File: config.mk
export PLATFORM = sky130hd
export DESIGN_NAME = bc1_bc2_bc3_block_decoder
export DESIGN_NICKNAME = d
export VERILOG_FILES = /design/src/design/bc_pkg.sv /design/src/design/bc1_bc2_bc3_block_decoder.sv /design/src/design/bc_palette.sv /design/src/design/bc_lane.sv
export SDC_FILE = /design/constraint.sdc
export NUM_CORES = 2
export LEC_CHECK = 0
export BUFFER_PORTS_ARGS = -buffer_cell sky130_fd_sc_hd__buf_4
export CAP_MARGIN = 40
export CORE_ASPECT_RATIO = 1.25
export CORE_UTILIZATION = 50
export CTS_CLUSTER_SIZE = 10
export DETAILED_ROUTE_END_ITERATION = 8
export PLACE_DENSITY = 0.68
export SYNTH_ARGS = -nofsm -noshare
export SYNTH_HDL_FRONTEND = slang
export SYNTH_HIERARCHICAL = 1
export SYNTH_SLANG_ARGS = --single-unit
File: constraint.sdc
create_clock -name clk -period 14.42 [get_ports clk]
set_input_delay 2.163 -clock clk [delete_from_list [all_inputs] [get_ports clk]]
set_output_delay 2.163 -clock clk [all_outputs]
set_load 0.02 [all_outputs]
File: src/design/bc_pkg.sv
// Shared types, constants and arithmetic helpers for the BC1/BC2/BC3 block decoder.
`default_nettype none

package bc_pkg;

	localparam int BC_MAX_DIM = 4096;
	localparam int BC_CFG_W   = 13;
	localparam int BC_ADDR_W  = 3;

	// Block formats; the unused code decodes as DXT5.
	localparam logic [1:0] MODE_DXT1 = 2'd0;
	localparam logic [1:0] MODE_DXT3 = 2'd1;

	// Register indexes, taken from paddr[2].
	localparam logic REG_WIDTH  = 1'b0;
	localparam logic REG_HEIGHT = 1'b1;

	typedef struct packed {
		logic [1:0]  mode;
		logic [9:0]  block_col;
		logic [9:0]  block_row;
		logic [63:0] alpha_word;
		logic [63:0] color_word;
	} bc_blk_t;

	typedef struct packed {
		logic [11:0] pixel_x;
		logic [11:0] pixel_y;
		logic [31:0] texel_0;
		logic [31:0] texel_1;
		logic [31:0] texel_2;
		logic [31:0] texel_3;
		logic [3:0]  write_mask;
		logic        last_row;
	} bc_row_t;

	// Color entries hold {B, G, R}; transp marks entry 3 as transparent black.
	typedef struct packed {
		logic [3:0][23:0] color;
		logic             transp;
		logic [7:0][7:0]  alut;
	} bc_pal_t;

	function automatic logic [7:0] exp5(input logic [4:0] v);
		return {v, v[4:2]};
	endfunction

	function automatic logic [7:0] exp6(input logic [5:0] v);
		return {v, v[5:4]};
	endfunction

	// Division by constants through reciprocal multiplication, exact over the input range.
	function automatic logic [7:0] div3(input logic [9:0] x);
		logic [19:0] p;
		p = 20'(x) * 20'd683;
		return p[18:11];
	endfunction

	function automatic logic [7:0] div7(input logic [10:0] x);
		logic [22:0] p;
		p = 23'(x) * 23'd2341;
		return p[21:14];
	endfunction

	function automatic logic [7:0] div5(input logic [10:0] x);
		logic [22:0] p;
		p = 23'(x) * 23'd3277;
		return p[21:14];
	endfunction

endpackage

`default_nettype wire

File: src/design/bc1_bc2_bc3_block_decoder.sv
// Top level of the BC1/BC2/BC3 block decoder: handshake, row sequencing, lanes and row merge.
//
//   channel  | handshake            | payload    | notes
//   blk      | blk_valid, blk_stall | blk_data   | one compressed 4x4 block per request
//   row      | row_valid, row_stall | row_data   | four row results per block, top row first
//   apb      | psel, penable, ...   | pwdata     | image_width at 0x0, image_height at 0x4
//
// An accepted block is registered in the sums stage, then the palette/row stage, and each row in
// the output register; rows follow one per cycle unless row_stall holds them. The row stage holds
// one palette while the next block waits in the sums stage and moves up as the fourth row leaves.
// Reset clears all valid flags and sets both image dimensions to 4.
// A stall on the row channel holds the output register and backs up into blk_stall.
`default_nettype none

module bc1_bc2_bc3_block_decoder
	import bc_pkg::*;
#(
	parameter int MAX_DIM = BC_MAX_DIM
) (
	input  wire logic                 clk,
	input  wire logic                 arst_n,
	input  wire logic                 blk_valid,
	output logic                      blk_stall,
	input  wire bc_blk_t              blk_data,
	output logic                      row_valid,
	input  wire logic                 row_stall,
	output bc_row_t                   row_data,
	input  wire logic                 psel,
	input  wire logic                 penable,
	input  wire logic                 pwrite,
	input  wire logic [BC_ADDR_W-1:0] paddr,
	input  wire logic [31:0]          pwdata,
	output logic      [31:0]          prdata,
	output logic                      pready
);

	localparam int DimW = ($clog2(MAX_DIM + 1) > BC_CFG_W) ? $clog2(MAX_DIM + 1) : BC_CFG_W;

	logic [BC_CFG_W-1:0] width_q, height_q;
	logic [DimW-1:0]     w_eff, h_eff;

	logic v1_q, v2_q, out_valid_q;
	logic [1:0] row_cnt_q;
	logic out_free, emit, rel2, adv, accept;

	logic [1:0]  mode_s1, mode_s2;
	logic [9:0]  col_s1, col_s2, brow_s1, brow_s2;
	logic [63:0] aw_s1, aw_s2;
	logic [31:0] cidx_s1, cidx_s2;

	bc_pal_t pal;

	logic [3:0][7:0]  cidx_rows;
	logic [3:0][15:0] nib_rows;
	logic [3:0][11:0] aidx_rows;
	logic [7:0]       cidx_row;
	logic [15:0]      nib_row;
	logic [11:0]      aidx_row;
	logic [3:0][31:0] texel;
	logic [3:0]       mask;
	logic [11:0]      px, py;
	bc_row_t          row_d, out_q;

	// Configuration registers.
	always_ff @(posedge clk or negedge arst_n) begin
		if (!arst_n) begin
			width_q  <= BC_CFG_W'(4);
			height_q <= BC_CFG_W'(4);
		end else if (psel && penable && pwrite) begin
			case (paddr[2])
				REG_WIDTH:  width_q  <= pwdata[BC_CFG_W-1:0];
				REG_HEIGHT: height_q <= pwdata[BC_CFG_W-1:0];
				default:    ;
			endcase
		end
	end

	assign pready = 1'b1;
	assign prdata = (paddr[2] == REG_HEIGHT) ? 32'(height_q) : 32'(width_q);

	assign w_eff = (DimW'(width_q) > DimW'(MAX_DIM)) ? DimW'(MAX_DIM) : DimW'(width_q);
	assign h_eff = (DimW'(height_q) > DimW'(MAX_DIM)) ? DimW'(MAX_DIM) : DimW'(height_q);

	// Pipeline control: sums stage, palette/row stage, output register.
	assign out_free  = !out_valid_q || !row_stall;
	assign emit      = v2_q && out_free;
	assign rel2      = emit && (row_cnt_q == 2'd3);
	assign adv       = v1_q && (!v2_q || rel2);
	assign blk_stall = v1_q && !adv;
	assign accept    = blk_valid && !blk_stall;

	always_ff @(posedge clk or negedge arst_n) begin
		if (!arst_n) begin
			v1_q        <= 1'b0;
			v2_q        <= 1'b0;
			row_cnt_q   <= 2'd0;
			out_valid_q <= 1'b0;
		end else begin
			v1_q        <= accept || (v1_q && !adv);
			v2_q        <= adv || (v2_q && !rel2);
			out_valid_q <= emit || (out_valid_q && row_stall);
			if (adv) begin
				row_cnt_q <= 2'd0;
			end else if (emit) begin
				row_cnt_q <= row_cnt_q + 2'd1;
			end
		end
	end

	always_ff @(posedge clk) begin
		if (accept) begin
			mode_s1 <= blk_data.mode;
			col_s1  <= blk_data.block_col;
			brow_s1 <= blk_data.block_row;
			aw_s1   <= blk_data.alpha_word;
			cidx_s1 <= blk_data.color_word[63:32];
		end
		if (adv) begin
			mode_s2 <= mode_s1;
			col_s2  <= col_s1;
			brow_s2 <= brow_s1;
			aw_s2   <= aw_s1;
			cidx_s2 <= cidx_s1;
		end
		if (emit) begin
			out_q <= row_d;
		end
	end

	bc_palette u_palette (
		.clk        (clk),
		.load_s1    (accept),
		.load_s2    (adv),
		.mode       (blk_data.mode),
		.alpha_ends (blk_data.alpha_word[15:0]),
		.color_ends (blk_data.color_word[31:0]),
		.pal        (pal)
	);

	assign cidx_rows = cidx_s2;
	assign nib_rows  = aw_s2;
	assign aidx_rows = aw_s2[63:16];
	assign cidx_row  = cidx_rows[row_cnt_q];
	assign nib_row   = nib_rows[row_cnt_q];
	assign aidx_row  = aidx_rows[row_cnt_q];

	assign px = {col_s2, 2'b00};
	assign py = {brow_s2, row_cnt_q};

	for (genvar k = 0; k < 4; k++) begin : g_lane
		bc_lane u_lane (
			.pal   (pal),
			.mode  (mode_s2),
			.sel   (cidx_row[2*k +: 2]),
			.nib   (nib_row[4*k +: 4]),
			.aidx  (aidx_row[3*k +: 3]),
			.texel (texel[k])
		);
		assign mask[k] = ((DimW'(px) + DimW'(k)) < w_eff) && (DimW'(py) < h_eff);
	end

	// Merge the four lanes into one row result.
	always_comb begin
		row_d.pixel_x    = px;
		row_d.pixel_y    = py;
		row_d.texel_0    = texel[0];
		row_d.texel_1    = texel[1];
		row_d.texel_2    = texel[2];
		row_d.texel_3    = texel[3];
		row_d.write_mask = mask;
		row_d.last_row   = (row_cnt_q == 2'd3);
	end

	assign row_valid = out_valid_q;
	assign row_data  = out_q;

`ifndef NO_ASSERTIONS
	a_row_cnt_idle: assert property (@(posedge clk) disable iff (!arst_n)
		!v2_q |-> row_cnt_q == 2'd0)
		else $error("row counter moved without a block in the row stage");

	a_last_row: assert property (@(posedge clk) disable iff (!arst_n)
		row_valid |-> row_data.last_row == (row_data.pixel_y[1:0] == 2'b11))
		else $error("last_row does not match the row position");

	a_stall_empty: assert property (@(posedge clk) disable iff (!arst_n)
		!v1_q |-> !blk_stall)
		else $error("block request stalled with an empty sums stage");

	a_release: assert property (@(posedge clk) disable iff (!arst_n)
		rel2 && !adv |=> !v2_q)
		else $error("row stage still valid after its fourth row left");
`endif

endmodule

`default_nettype wire

File: src/design/bc_palette.sv
// Two-stage palette builder: weighted sums in the first stage, constant division in the second.
`default_nettype none

module bc_palette
	import bc_pkg::*;
(
	input  wire logic        clk,
	input  wire logic        load_s1,
	input  wire logic        load_s2,
	input  wire logic [1:0]  mode,
	input  wire logic [15:0] alpha_ends,
	input  wire logic [31:0] color_ends,
	output bc_pal_t          pal
);

	logic [2:0][7:0]  e0, e1;
	logic [2:0][9:0]  suma, sumb;
	logic [2:0][7:0]  mid;
	logic             interp3;
	logic             agt;
	logic [5:0][10:0] asum;

	logic [2:0][7:0]  e0_s1, e1_s1, mid_s1;
	logic [2:0][9:0]  suma_s1, sumb_s1;
	logic             interp3_s1, agt_s1;
	logic [7:0]       a0_s1, a1_s1;
	logic [5:0][10:0] asum_s1;

	bc_pal_t pal_d;
	bc_pal_t pal_s2;

	always_comb begin
		e0[0] = exp5(color_ends[15:11]);
		e0[1] = exp6(color_ends[10:5]);
		e0[2] = exp5(color_ends[4:0]);
		e1[0] = exp5(color_ends[31:27]);
		e1[1] = exp6(color_ends[26:21]);
		e1[2] = exp5(color_ends[20:16]);
		interp3 = (mode != MODE_DXT1) || (color_ends[15:0] > color_ends[31:16]);
		for (int ch = 0; ch < 3; ch++) begin
			suma[ch] = {1'b0, e0[ch], 1'b0} + 10'(e1[ch]);
			sumb[ch] = 10'(e0[ch]) + {1'b0, e1[ch], 1'b0};
			mid[ch]  = 8'((9'(e0[ch]) + 9'(e1[ch])) >> 1);
		end
		agt = alpha_ends[7:0] > alpha_ends[15:8];
		for (int i = 0; i < 6; i++) begin
			if (agt) begin
				asum[i] = 11'(alpha_ends[7:0]) * 11'(6 - i) + 11'(alpha_ends[15:8]) * 11'(i + 1);
			end else if (i < 4) begin
				asum[i] = 11'(alpha_ends[7:0]) * 11'(4 - i) + 11'(alpha_ends[15:8]) * 11'(i + 1);
			end else begin
				asum[i] = '0;
			end
		end
	end

	always_ff @(posedge clk) begin
		if (load_s1) begin
			e0_s1      <= e0;
			e1_s1      <= e1;
			mid_s1     <= mid;
			suma_s1    <= suma;
			sumb_s1    <= sumb;
			interp3_s1 <= interp3;
			agt_s1     <= agt;
			a0_s1      <= alpha_ends[7:0];
			a1_s1      <= alpha_ends[15:8];
			asum_s1    <= asum;
		end
	end

	always_comb begin
		pal_d.color[0] = {e0_s1[2], e0_s1[1], e0_s1[0]};
		pal_d.color[1] = {e1_s1[2], e1_s1[1], e1_s1[0]};
		for (int ch = 0; ch < 3; ch++) begin
			pal_d.color[2][8*ch +: 8] = interp3_s1 ? div3(suma_s1[ch]) : mid_s1[ch];
			pal_d.color[3][8*ch +: 8] = interp3_s1 ? div3(sumb_s1[ch]) : 8'h00;
		end
		pal_d.transp  = !interp3_s1;
		pal_d.alut[0] = a0_s1;
		pal_d.alut[1] = a1_s1;
		for (int i = 0; i < 6; i++) begin
			if (agt_s1) begin
				pal_d.alut[2 + i] = div7(asum_s1[i]);
			end else if (i < 4) begin
				pal_d.alut[2 + i] = div5(asum_s1[i]);
			end else if (i == 4) begin
				pal_d.alut[2 + i] = 8'h00;
			end else begin
				pal_d.alut[2 + i] = 8'hFF;
			end
		end
	end

	always_ff @(posedge clk) begin
		if (load_s2) begin
			pal_s2 <= pal_d;
		end
	end

	assign pal = pal_s2;

endmodule

`default_nettype wire

File: src/design/bc_lane.sv
// One texel lane: palette lookup and alpha selection for a single pixel of a row.
`default_nettype none

module bc_lane
	import bc_pkg::*;
(
	input  wire bc_pal_t     pal,
	input  wire logic [1:0]  mode,
	input  wire logic [1:0]  sel,
	input  wire logic [3:0]  nib,
	input  wire logic [2:0]  aidx,
	output logic      [31:0] texel
);

	logic [7:0] alpha;

	always_comb begin
		case (mode)
			MODE_DXT1: alpha = (pal.transp && sel == 2'd3) ? 8'h00 : 8'hFF;
			MODE_DXT3: alpha = {nib, nib};
			default:   alpha = pal.alut[aidx];
		endcase
		texel = {alpha, pal.color[sel]};
	end

endmodule

`default_nettype wire

==> results.txt <==
- Outcome: finished clean
- Remaining global-route overflow: 0
- Dividing the detail-routed via count by the number of cells gives between 5 and 6.
- The first detailed-routing pass took 7 iterations.
- For this run, the register share of the synthesized area comes to about 35%.
- Data arrival, critical path: slightly above 6000 ps
- After detailed placement, the design holds a cell count of 7171.
* X dimension of the die: 321 um
* Layout cells sized above 1: 13.2%
* First DRT Iteration DRCs: 2486
- Gate count of the mapped netlist: 5198
- Combined area of the multi-input logic cells: roughly 37000 um^2
- The count of nets left with antenna violations once routing finished came out at 0.
* Deepest clock path buffer count: 3
- STA classifies the critical path endpoint as a register.
- Hold repair after CTS inserted 0 buffers.
- CTS saw 757 sinks.
- Wire segments on met3 add up to ~8.6 mm in the final route.
- The cell area that synthesis handed to floorplanning was 63700 um^2.
* Most frequent cells in the layout: 1166 x sky130_fd_sc_hd__ha_1, 964 x sky130_fd_sc_hd__inv_1, 726 x sky130_fd_sc_hd__edfxtp_1
- Master cell of the clock root buffer: sky130_fd_sc_hd__clkbuf_16
- The critical path is of the register to register type.
- Leaving out fill and tap cells, the most frequent cell in the layout is sky130_fd_sc_hd__ha_1.
- For this run, the leading register cell type out of synthesis is sky130_fd_sc_hd__edfxtp_1.
- Data required, critical path: 14850 ps
- Power density over the cells: between 200 and 300 nW/um^2
- The worst hold path passes through 0 cells.
- Entering global routing, the biggest net connects 72 pins.
- Maximum clock frequency: 173 MHz
- Once placement finished, the instance area stood at 68200 um^2.
- The synthesized design contains just over 700 enable-type register cells.
- RSZ-0062 raised after global routing: false
- Hold timing on the final database bottoms out at a slack of 404 ps.
- Asr flop ratio synth: under 10%
* Remaining routing DRC violations: 0
- Number of max-slew violations in the final report: 0
- Net switching is approximately 45% of the power.
- Post-synthesis average cell area: roughly 12 um^2
* Setup TNS Final: 0 ps
- TritonCTS clock tree: built
- The first global-routing pass estimated 236 mm of wire.
* Routed length on met2: 74.8 mm
- CP startpoint kind: register
- The clock network burns 11.6% of the power.
- R2r setup slk: between 8000 and 9000 ps
* FF+latch area: 22600 um^2
- Final cell count without fillers: 7308
- After clock tree synthesis, the clock-pin slew on the worst setup and hold paths is 50 ps.
- Total number of vias: slightly above 40000
- For the finished layout, the period the worst path requires is 5800 ps.
- TritonCTS created 89 clock buffers.
* Top cells by area, synth: sky130_fd_sc_hd__edfxtp_1 34%, sky130_fd_sc_hd__ha_1 23%, sky130_fd_sc_hd__fa_1 11%, sky130_fd_sc_hd__inv_1 5.7%, sky130_fd_sc_hd__mux4_2 5.2%
* Max_slew headroom: between 30% and 40%
- Of the available clock period, the critical path in the final layout requires 40.2%.
* Routability-driven placement congestion ratio: 0.930
- Final Routed Wirelength: 153 mm
- Total of flip-flops plus latches after synthesis: around 760
* Largest area contributor in the synthesized netlist: sky130_fd_sc_hd__edfxtp_1
- The number of hold violations in the final report came to 0.
* Std cell rows: around 150
- CTS built an H-tree with a depth of 3.
- Once layout is complete, the utilization of the core stands at 55.9%.
* Beginning of the worst register-to-register path: u_palette/asum_s1[3]$_DFFE_PP_
- The initial utilization of the core area, before any placement, comes to 50.4%.
* Critical-path maximum fanout: 8
* Floorplan Core Area: about 130000 um^2
* Number of top-level pins: around 380
- Vert. Die Dim: 401 um
- Endpoint of the worst register-to-register path: u_palette/pal[21]$_DFFE_PP_
* Fillers: 10400
- The path class of the tightest hold or removal check is register to register.
- Number of nets in the layout: about 7300
- Area growth from synthesis to layout: 11.0%
* Transition time at the pin with the least slew margin: between 900 and 1000 ps
* Sequential fraction of design power: 21.1%
- Setup violations remaining at the end of the flow were counted as 0.
* Die Area: 129000 um^2
- Detailed placement ended at an HPWL of 121 mm.
- The worst hold path begins at u_palette/a0_s1[4]$_DFFE_PP_.
- Via count of the first global-routing pass: 41600
* Net load switching power: 0.00800 W
- Gates resized during post-CTS repair numbered 0.
* Post-CTS setup buffer count: 0
* Cell count of the worst reg-to-reg path: 18
* All-Layer GR Usage: 23.9%
* Max-cap violation count: 0
* Post-detailed-route wirelength per cell: about 21 um
* Share of Yosys cell area claimed by the top area cell type: about a third
- For hold timing, the worst endpoint is u_palette/pal[4]$_DFFE_PP_.
- Worst setup skew after layout: 35.1 ps
* Post-route cell area: 70800 um^2
* Number of antenna violations at the first check in global routing: 11
- In this run the tool buffered the top-level ports with 340 buffer cells.
* Peak VDD IR: 0.229 mV
- Worst skew pair latency: 710 ps
- The internal power of the cells totals 0.00973 W.
- Post-synthesis cell type count: slightly above 80
* Syn. warnings: 6
* Proportion of power drawn by combinational gates: 67.3%
- Static leakage power: 32.6 nW
* Metal-1 WL: between 60 and 70 mm
* Max Used Layer: met5
[state kept, by name (all words and copies together) (netlist names), 24 cells and up]
signal and flops:
u_palette/mid_s1 24, cidx_rows 32, cidx_s1 32, u_palette/pal 145
row_data 155, u_palette/asum_s1 62, aw_s2 64, u_palette/suma_s1 27
aw_s1 64, u_palette/sumb_s1 27
[power by group through the flow]
| stage | Sequential, W | Clock, W | Combinational (W) |
|---|---|---|---|
| CTS | 0.00374 | 0.00212 | 0.0120 |
| detailed placement | 0.00377 | 0 | 0.0119 |
| global route | 0.00379 | 0.00219 | 0.0134 |
| floorplan | 0.00391 | 0 | 0.00850 |
| finish | 0.00374 | 0.00206 | 0.0119 |
| global placement | 0.00376 | 0 | 0.0116 |
[how the worst max path moves through the flow]
stage                                    from                               to  slack, ps  cells after the start
4_1_cts        u_palette/asum_s1[3]$_DFFE_PP_      u_palette/pal[20]$_DFFE_PP_       8560                     18
5_1_grt        u_palette/asum_s1[3]$_DFFE_PP_      u_palette/pal[21]$_DFFE_PP_       8330                     18
6_report       u_palette/asum_s1[3]$_DFFE_PP_      u_palette/pal[21]$_DFFE_PP_       8620                     18
3_3_place_gp                     blk_data[73]  u_palette/asum_s1[42]$_DFFE_PP_       8320                     20
2_1_floorplan                       row_stall               aw_s1[0]$_DFFE_PP_       4300                      4
3_5_place_dp                     blk_data[73]  u_palette/asum_s1[42]$_DFFE_PP_       8190                     20
[through the flow]
stage	power, W	setup WS [ps]
floorplan	0.0124	4300
global placement	0.0154	8320
detailed placement	0.0157	8190
CTS	0.0179	8560
global route	0.0194	8330
finish	0.0177	8620
[cells in the mapped netlist (71+ instances only)]
cell type,count
sky130_fd_sc_hd__a21o_1,71
sky130_fd_sc_hd__a21oi_1,230
sky130_fd_sc_hd__edfxtp_1,726
sky130_fd_sc_hd__fa_1,364
sky130_fd_sc_hd__ha_1,1166
sky130_fd_sc_hd__inv_1,965
sky130_fd_sc_hd__mux2i_1,73
sky130_fd_sc_hd__mux4_2,148
sky130_fd_sc_hd__nor2_1,165
sky130_fd_sc_hd__o21ai_0,112
sky130_fd_sc_hd__xnor2_1,175
sky130_fd_sc_hd__xor2_1,85
[final cells by class]
| cell class | count | area share [%] |
|---|---|---|
| clock inverters | 16 | 0.318 |
| clock buffers | 115 | 3.33 |
| inverters | 966 | 5.13 |
| multi-input cells | 3370 | 52.1 |
| flip-flops and latches | 757 | 31.9 |
| diodes | 6 | 0.0212 |
| repair buffers | 376 | 4.18 |
| well taps | 1702 | 3.01 |
[critical path: stages, from the launching register on]
cell and delay, ps:
sky130_fd_sc_hd__edfxtp_1 570, sky130_fd_sc_hd__inv_1 150, sky130_fd_sc_hd__ha_1 350, sky130_fd_sc_hd__fa_1 600
sky130_fd_sc_hd__inv_1 70, sky130_fd_sc_hd__fa_1 490, sky130_fd_sc_hd__inv_1 60, sky130_fd_sc_hd__fa_1 370
sky130_fd_sc_hd__inv_1 80, sky130_fd_sc_hd__fa_1 430, sky130_fd_sc_hd__ha_1 280, sky130_fd_sc_hd__and3_1 180
sky130_fd_sc_hd__a22o_1 240, sky130_fd_sc_hd__or3_1 310, sky130_fd_sc_hd__o221a_2 260, sky130_fd_sc_hd__o41a_4 390
sky130_fd_sc_hd__a21oi_1 180, sky130_fd_sc_hd__xor2_1 110, sky130_fd_sc_hd__mux2i_1 430
[metal layers]
| metal | vias to the layer above | track usage, % |
|---|---|---|
| li1 | 19100 | - |
| met2 | 1087 | 40.7 |
| met4 | 2 | 7.98 |
| met5 | - | 0 |
| met1 | 20200 | 31.1 |
| met3 | 210 | 3.62 |
[cells by family (layout without fill, tap and decap cells)]
group           after synthesis  in the layout  share of synthesized area (%)
buf+inv                    1091           1473                           6.87
compound gates              713            713                           7.32
other cells                   2             28                         0.0118
mux                         298            298                           8.11
simple gates                547            547                           4.37
fa+ha+maj                  1530           1530                           34.3
xor+xnor                    260            260                           3.57
flops                       757            757                           35.4
(Power assumes the default switching activity.)
